<file path="src/sv/act_pkg.sv">
// Shared types, codes and box arithmetic for the AABB collision table.
package act_pkg;

  localparam int MAX_BOXES_DEF = 32;

  localparam int COORD_W = 16;
  localparam int SIZE_W  = 15;
  localparam int WORLD_W = 15;
  localparam int SUM_W   = 18;

  typedef enum logic [1:0] {
    F_APPEND = 2'd0,
    F_MOVE   = 2'd1,
    F_PASS   = 2'd2,
    F_CLEAR  = 2'd3
  } func_t;

  typedef enum logic [1:0] {
    ST_OK       = 2'd0,
    ST_FULL     = 2'd1,
    ST_BAD_SLOT = 2'd2
  } status_t;

  localparam logic [1:0] REG_WORLD_WIDTH  = 2'd0;
  localparam logic [1:0] REG_WORLD_HEIGHT = 2'd1;

  typedef enum logic [2:0] {
    C_NOP    = 3'd0,
    C_APPEND = 3'd1,
    C_MOVE   = 3'd2,
    C_START  = 3'd3,
    C_STEP   = 3'd4,
    C_FINISH = 3'd5
  } cell_op_t;

  typedef struct packed {
    logic signed [COORD_W-1:0] x;
    logic signed [COORD_W-1:0] y;
    logic [SIZE_W-1:0]         w;
    logic [SIZE_W-1:0]         h;
  } box_geom_t;

  // Box packet rotating through the ring during a pass.
  typedef struct packed {
    box_geom_t geom;
    logic      live;
  } trav_t;

  // Broadcast from the sequencer to every cell.
  typedef struct packed {
    cell_op_t           op;
    box_geom_t          geom;
    logic               enabled;
    logic [WORLD_W-1:0] world_w;
    logic [WORLD_W-1:0] world_h;
  } cell_ctrl_t;

  typedef struct packed {
    logic oob;
    logic ov;
  } cell_flags_t;

  function automatic logic signed [SUM_W-1:0] sx(input logic [COORD_W-1:0] v);
    return SUM_W'($signed(v));
  endfunction

  function automatic logic signed [SUM_W-1:0] zx(input logic [SIZE_W-1:0] v);
    return $signed({{(SUM_W-SIZE_W){1'b0}}, v});
  endfunction

  // Strict overlap on both axes; touching edges do not count.
  function automatic logic box_hits(input box_geom_t a, input box_geom_t b);
    return (sx(a.x) + zx(a.w) > sx(b.x)) && (sx(a.x) < sx(b.x) + zx(b.w)) &&
           (sx(a.y) + zx(a.h) > sx(b.y)) && (sx(a.y) < sx(b.y) + zx(b.h));
  endfunction

  function automatic logic box_outside(input box_geom_t g,
                                       input logic [WORLD_W-1:0] ww,
                                       input logic [WORLD_W-1:0] wh);
    return (sx(g.x) + zx(g.w) > zx(ww)) || g.x[COORD_W-1] ||
           (sx(g.y) + zx(g.h) > zx(wh)) || g.y[COORD_W-1];
  endfunction

endpackage

</file>
<file path="src/sv/act_cell.sv">
// One table entry: stores a box, its flags, and tests the rotating packet.
module act_cell #(
  parameter int IDW = 5,
  parameter int CW  = 6,
  parameter int ID  = 0
) (
  input  logic                clk,
  input  logic                rst,
  input  act_pkg::cell_ctrl_t ctrl,
  input  logic [IDW-1:0]      sel,
  input  logic [CW-1:0]       count,
  input  act_pkg::trav_t      trav_in,
  input  logic [IDW-1:0]      trav_in_id,
  output act_pkg::trav_t      trav_out,
  output logic [IDW-1:0]      trav_out_id,
  output act_pkg::cell_flags_t flags,
  output logic [IDW-1:0]      partner
);
  import act_pkg::*;

  localparam logic [IDW-1:0] MY_ID = IDW'(ID);
  localparam logic [CW-1:0]  MY_ID_C = CW'(ID);

  box_geom_t      geom;
  logic           en;
  trav_t          trav;
  logic [IDW-1:0] trav_id;
  logic           hit;
  logic [IDW-1:0] best;
  logic           in_use;
  logic           own_live;
  logic           sel_me;
  logic           pair_hit;

  assign in_use   = MY_ID_C < count;
  assign own_live = in_use && en;
  assign sel_me   = sel == MY_ID;
  assign pair_hit = own_live && trav_in.live && box_hits(geom, trav_in.geom);

  assign trav_out    = trav;
  assign trav_out_id = trav_id;

  // box storage, no reset
  always_ff @(posedge clk) begin
    if (ctrl.op == C_APPEND && sel_me) begin
      geom <= ctrl.geom;
      en   <= ctrl.enabled;
    end else if (ctrl.op == C_MOVE && sel_me) begin
      geom.x <= ctrl.geom.x;
      geom.y <= ctrl.geom.y;
      en     <= ctrl.enabled;
    end
  end

  always_ff @(posedge clk) begin
    if (ctrl.op == C_START) begin
      trav.geom <= geom;
      trav.live <= own_live;
      trav_id   <= MY_ID;
    end else if (ctrl.op == C_STEP) begin
      trav    <= trav_in;
      trav_id <= trav_in_id;
    end
  end

  always_ff @(posedge clk) begin
    if (rst) begin
      flags   <= '0;
      partner <= '0;
      hit     <= 1'b0;
      best    <= '0;
    end else begin
      unique case (ctrl.op)
        C_APPEND: begin
          if (sel_me) begin
            flags   <= '0;
            partner <= '0;
          end
        end
        C_START: begin
          hit <= 1'b0;
          if (in_use) flags.oob <= box_outside(geom, ctrl.world_w, ctrl.world_h);
        end
        C_STEP: begin
          if (pair_hit) begin
            hit <= 1'b1;
            if (!hit || trav_in_id > best) best <= trav_in_id;
          end
        end
        C_FINISH: begin
          if (hit) begin
            flags.ov <= 1'b1;
            partner  <= best;
          end
        end
        default: ;
      endcase
    end
  end

endmodule
</file>
<file path="config.mk">
export PLATFORM = sky130hd
export DESIGN_NAME = act_cell
export DESIGN_NICKNAME = d
export VERILOG_FILES = /design/src/sv/act_pkg.sv /design/src/sv/act_cell.sv
export SDC_FILE = /design/constraint.sdc
export NUM_CORES = 1
export LEC_CHECK = 0
export CAP_MARGIN = 10
export CORE_MARGIN = 3
export CORE_UTILIZATION = 58
export DETAILED_ROUTE_END_ITERATION = 8
export DONT_BUFFER_PORTS = 1
export PLACE_DENSITY = 0.74
export SYNTH_ARGS = -nofsm -noshare
export SYNTH_HDL_FRONTEND = slang
export SYNTH_SLANG_ARGS = --single-unit
</file>
<file path="constraint.sdc">
create_clock -name clk -period 4.5 [get_ports clk]
set_clock_uncertainty 0.2 [all_clocks]
set_input_delay 0.45 -clock clk [delete_from_list [all_inputs] [get_ports clk]]
set_output_delay 0.45 -clock clk [all_outputs]
set_load 0.01 [all_outputs]
</file>
=== After elaboration in Yosys (flattened, before gate mapping) ===
Index checks and enable logic that the tools add are counted.

* Bits in registers: 144
* Bits of input ports: 177
* Output and inout port bits: 75
* Logic and storage cells: 75

* Add/subtract/negate cells: 4
* Order comparisons: 8
* Equal/unequal tests: 9
* Mux-type cells: 16
* Reduce and logical (&&, ||, !) cells: 22

{| class="wikitable"
|+ Operator list
! operator !! count
|-
| two-way mux 63 bit || 2
|-
| adder 16 x 16 -> 17 bit || 4
|-
| greater-than comparator 17 x 16 -> 1 bit || 4
|-
| two-way mux 32 bit || 2
|-
| less-than comparator 16 x 17 -> 1 bit || 2
|-
| two-way mux 5 bit || 2
|-
| one-hot mux 5 bit (2 select lines) || 1
|-
| AND reduction 3 bit || 3
|-
| logical AND 1 bit || 8
|-
| != test 2 bit (second input constant) || 4
|-
| nonzero test 2 bit || 4
|-
| == test 3 x 2 -> 1 bit (second input constant) || 2
|-
| == test 3 bit (second input constant) || 2
|-
| less-than comparator 1 x 6 -> 1 bit (first input constant) || 1
|-
| one-hot mux 1 bit (2 select lines) || 3
|-
| greater-than comparator 5 bit || 1
|-
| logical NOT 5 bit || 1
|-
| two-way mux 1 bit || 5
|-
| logical OR 1 bit || 4
|-
| == test 3 x 1 -> 1 bit (second input constant) || 1
|-
| two-way mux 2 bit || 1
|-
| AND reduction 2 bit || 1
|-
| logical NOT 1 bit || 1
|}

=== Depth between registers and ports, before layout ===
* Word-level depth: 8
* Mapped depth: 20
* Depth with buffers taken out: 20

=== Worst setup path before layout ===
No wires, ideal clock.

* Kind: input port to flip-flop
* From: input port trav_in[16] (netlist bit)
* To: register best[0]
* Library setup time: 0.072 ns
* Arrival: 3.854 ns
* Data required time: 4.228 ns
* Slack: 0.375 ns
* Stages on the path: 18
* Buffers on the path: 0
* Path through: ha_1 -> fa_1 -> a21o_1 -> a21oi_1 -> o21ai_0 -> a31oi_1 -> a21oi_1 -> a211oi_1 -> nor2_1 -> xnor2_1 -> ha_1 -> a21o_1 -> a21oi_1 -> o2111ai_1 -> o21ai_0 -> nand4_1 -> a2111oi_4 -> mux2i_1

* Longest elaborated chain between the ends: 7

{| class="wikitable"
|+ Ends and longest elaborated chain
! item !! RTL line !! text
|-
| start: declaration || act_cell.sv:12 || <nowiki>input act_pkg::trav_t trav_in,</nowiki>
|-
| adder 16 x 16 -> 17 bit || act_pkg.sv:73 || <nowiki>return (sx(a.x) + zx(a.w) > sx(b.x)) && (sx(a.x) < sx(b.x) + zx(b.w)) &&</nowiki>
|-
| less-than comparator 16 x 17 -> 1 bit || act_pkg.sv:73 ||
|-
| logical AND 1 bit (2 in a row) || act_pkg.sv:73 ||
|-
| logical AND 1 bit || act_pkg.sv:74 || <nowiki>(sx(a.y) + zx(a.h) > sx(b.y)) && (sx(a.y) < sx(b.y) + zx(b.h));</nowiki>
|-
| logical AND 1 bit || act_cell.sv:38 || <nowiki>assign pair_hit = own_live && trav_in.live && box_hits(geom, trav_in.geom);</nowiki>
|-
| AND reduction 3 bit (no line) || n/a ||
|-
| end signal: assignment || act_cell.sv:87 || <nowiki>if (!hit || trav_in_id > best) best <= trav_in_id;</nowiki>
|-
| end: declaration || act_cell.sv:29 || <nowiki>logic [IDW-1:0] best;</nowiki>
|}

Every way passes these cells.
A chain may end at the register's enable or synchronous reset.

=== Worst setup path after layout ===
* From: register geom[30] (netlist bit)
* To: register best[0]

* Longest elaborated chain between the ends: 6
* Elaborated cells between the ends (all ways): 7
* Classes of those cells: 1 x add/sub; 2 x order compare; 4 x reduce/logical

{| class="wikitable"
|+ Ends and longest elaborated chain
! item !! RTL line !! text
|-
| start: declaration || act_cell.sv:24 || <nowiki>box_geom_t geom;</nowiki>
|-
| start signal: assignment || act_cell.sv:46 || <nowiki>geom <= ctrl.geom;</nowiki>
|-
| adder 16 x 16 -> 17 bit || act_pkg.sv:74 ||
|-
| greater-than comparator 17 x 16 -> 1 bit || act_pkg.sv:74 ||
|-
| logical AND 1 bit || act_pkg.sv:73 ||
|-
| logical AND 1 bit * || act_pkg.sv:74 ||
|-
| logical AND 1 bit * || act_cell.sv:38 ||
|-
| AND reduction 3 bit (no line) * || n/a ||
|}

Mark *: on every way between the ends. The rest lies on a longest branch, timed or not.

==> flow_summary.json <==
{
  "layout.cells.non_filler": 1319,
  "grtUsageTotal_pct": 27.9,
  "ff_latch_area_mm2": 0.00414,
  "drive_above_1_share_pct": 13.6,
  "vias": 7896,
  "internal_power_mw": 2.69,
  "worstSetupPathType": "flip-flop to flip-flop",
  "clkTransAtPathRegs_ns": 0.06,
  "multi_input_area_mm2": 0.00597,
  "ios": 252,
  "fin_setup_tns_ns": 0,
  "synth_top_area_cell": "edfxtp_1",
  "synth_area_mm2": 0.0104,
  "worst_pin_slew_ns": 1.15,
  "detail_route.iter0.violations": 421,
  "cts_tree": "done",
  "worstHoldStart": "rst",
  "leakage_nw": 5.20,
  "clockBufferDepth": 2,
  "grt_max_degree": 47,
  "hp-class": "input pin to flip-flop",
  "final_core_util_pct": 70.7,
  "regToRegStartpoint": "geom[30]",
  "clkSinkCount": 144,
  "synth_top_area_share_pct": 36.5,
  "rsz0062_at_grt": "true",
  "outcome": "completed",
  "synth_cell_type_count": 54,
  "arrival_ns": 4.54,
  "h-tree-depth": 4,
  "fill_cells": 1253,
  "routed.top_layer": "met4",
  "startpoint": "geom[30]",
  "placed_cells": 1209,
  "wl_met1_um": 10600,
  "num_rows": 48,
  "route.detailed.drc": 0,
  "wl_met2_um": 13900,
  "clock.fmax_mhz": 228,
  "synth_edf_count": 126,
  "drv_slew": 0,
  "first_global_vias": 8265,
  "grt_overflow": 0,
  "ir_drop_mv": 0.312,
  "setup_violations": 0,
  "synthTopCellsByCount": "161 x ha_1, 126 x edfxtp_1, 99 x inv_1, 65 x a21oi_1, 61 x nor2_1",
  "routedWlPerCell_um": 20.5,
  "drtPass1Iterations": 5,
  "synth_seq_area_share_pct": 40.0,
  "via_per_inst": 5.99,
  "routed_wl_um": 27000,
  "pwr-share-clk_pct": 40.9,
  "syn_to_final_growth_pct": 18.4,
  "num-nets-final": 1422,
  "portBuffers": 0,
  "die_x_um": 140,
  "wl_met3_um": 1890,
  "layout_min_cycle_time_ns": 4.39,
  "synthCells": 983,
  "ant_nets": 0,
  "cp-end-kind": "flip-flop",
  "grt_pass1_wl_um": 42800,
  "core_area_mm2": 0.0174,
  "power_frac_seq_pct": 42.7,
  "gp_congestion": 0.926,
  "ys_async_sr_fraction_pct": 0,
  "relSlewSlack_pct": 23.6,
  "combPwrFrac_pct": 16.4,
  "ys_ff_latch": 144,
  "max_cap_viol_count": 0,
  "yosys_warnings": 0,
  "cp-start-kind": "flip-flop",
  "p_sw_share_pct": 25.4,
  "cts_root_buffer": "clkbuf_16",
  "timing_hold_violations_final": 0,
  "power.density_mw_per_mm2": 294,
  "clk_latency_ns": 0.43,
  "reg2reg_slack_ns": 0.11,
  "syn_nets": 1325,
  "start_util_pct": 59.7,
  "path_max_fanout": 5,
  "period_share_pct": 97.5,
  "antenna_found_initial": 1,
  "synth_most_common_cell": "ha_1",
  "synthTopCellsByArea": "edfxtp_1 37%, ha_1 19%, mux2_2 6.3%",
  "stdcell_area_mm2": 0.0123,
  "placed_area_mm2": 0.0107,
  "dieArea_mm2": 0.0195,
  "avgSynthCellArea_um2": 10.5,
  "power_switching_mw": 0.914,
  "hpwl_um": 19600,
  "critPathRequiredTime_ns": 4.66,
  "finalPower_mw": 3.60,
  "die_y_um": 140,
  "synth_ff_type": "edfxtp_1",
  "cts_made_buffers": 17
}
## cell type report
type,count,share of cell area (%)
Multi-Input combinational cell,727,48.7
Sequential cell,144,33.8
Timing Repair Buffer,91,7.12
Clock buffer,27,4.81
Inverter,99,3.03
Tap cell,225,2.30
Clock inverter,5,0.265
Antenna cell,1,0.0204
## power by group through the flow
stage	Combinational, mW	Clock (mW)	Sequential, mW
2_1_floorplan	0.407	0	1.56
3_3_place_gp	0.504	0	1.57
3_5_place_dp	0.518	0	1.57
4_1_cts	0.580	1.48	1.54
5_1_grt	0.667	1.55	1.54
6_report	0.590	1.48	1.54
## cell families (layout without fill, tap and decap cells)
group                      Yosys count  after routing  share of synthesized area (%)
buffers and inverters              112            222                           4.06
DFF                                144            144                           40.0
AOI/OAI and AO/OA                  207            207                           13.1
xor gates and xnor gates            49             49                           4.14
and+or+nand+nor                    243            243                           11.7
adders and majority gates          165            165                           20.2
muxes                               63             63                           6.79
other                                0              1                              0
## cells in the final DEF (no fill, tap or decap), types with 4 or more instances in the layout
cell,instances
nand4_1,13
xnor2_1,31
mux2_2,58
nor4_1,8
inv_1,98
nand3_1,26
nand2_1,39
o21ai_1,4
nor2b_1,17
or2_2,7
buf_4,19
or3_1,5
dfxtp_1,18
ha_4,5
a311oi_1,5
nor2_1,60
ha_1,155
mux2i_1,5
o21a_1,9
nand2b_1,18
a21o_1,29
a21oi_1,64
dlygate4sd3_1,71
nor3_1,24
xor2_1,17
edfxtp_1,126
and3_1,11
clkbuf_16,22
a31oi_1,9
o21ai_0,29
a211oi_1,9
o211ai_1,8
## metrics by stage
| stage | worst slack (ns) | hold WS (ns) |
|---|---|---|
| 3_5_place_dp | -0.145 | 0.277 |
| 5_1_grt | -0.167 | 0.00171 |
| 3_3_place_gp | -0.00264 | 0.270 |
| 4_1_cts | 0.0311 | 0.000341 |
| 6_report | 0.113 | 0.0115 |
| 2_1_floorplan | 0.375 | 0.245 |
## routing by layer
| metal | vias to the layer above | global-route usage [%] |
|---|---|---|
| li1 | 3845 | - |
| met1 | 3732 | 32.2 |
| met2 | 285 | 49.8 |
| met3 | 34 | 8.69 |
| met4 | 0 | 8.06 |
| met5 | - | 0 |
## flip-flops by register name, indices dropped and copies added (netlist names)
| name | flops |
|---|---|
| trav_out | 63 |
| geom | 62 |
| best | 5 |
| partner | 5 |
| trav_out_id | 5 |
| flags | 2 |
| en | 1 |
| hit | 1 |
## final timing paths
path | endpoint | cells past startpoint
max reg2reg | best[0] | 20
min | best[4] | 2
max | best[0] | 20
min reg2reg | partner[2] | 2
## critical path, cell delays in order (launching register included)
cell	delay, ns
edfxtp_1	0.41
ha_4	0.18
inv_2	0.04
fa_2	0.36
nor2b_2	0.14
o21ai_2	0.09
a21boi_2	0.20
o41ai_2	0.09
buf_4	0.15
o2111ai_4	0.21
nand2_2	0.10
o211a_1	0.26
ha_4	0.29
nor2b_1	0.05
a2111oi_2	0.28
o21ai_1	0.11
nor4_1	0.24
nand4_1	0.21
a2111oi_4	0.30
buf_4	0.21
mux2i_1	0.19
## repair_timing
action	4_1_cts	5_1_grt
buffers inserted	1	5
gates resized for setup	7	31
endpoints found under the setup margin	6	6
endpoints found under the hold margin	81	0
pin swaps	2	26
hold buffers	71	0
gates cloned	0	0
Note: power is estimated with default switching activity, not from simulation.
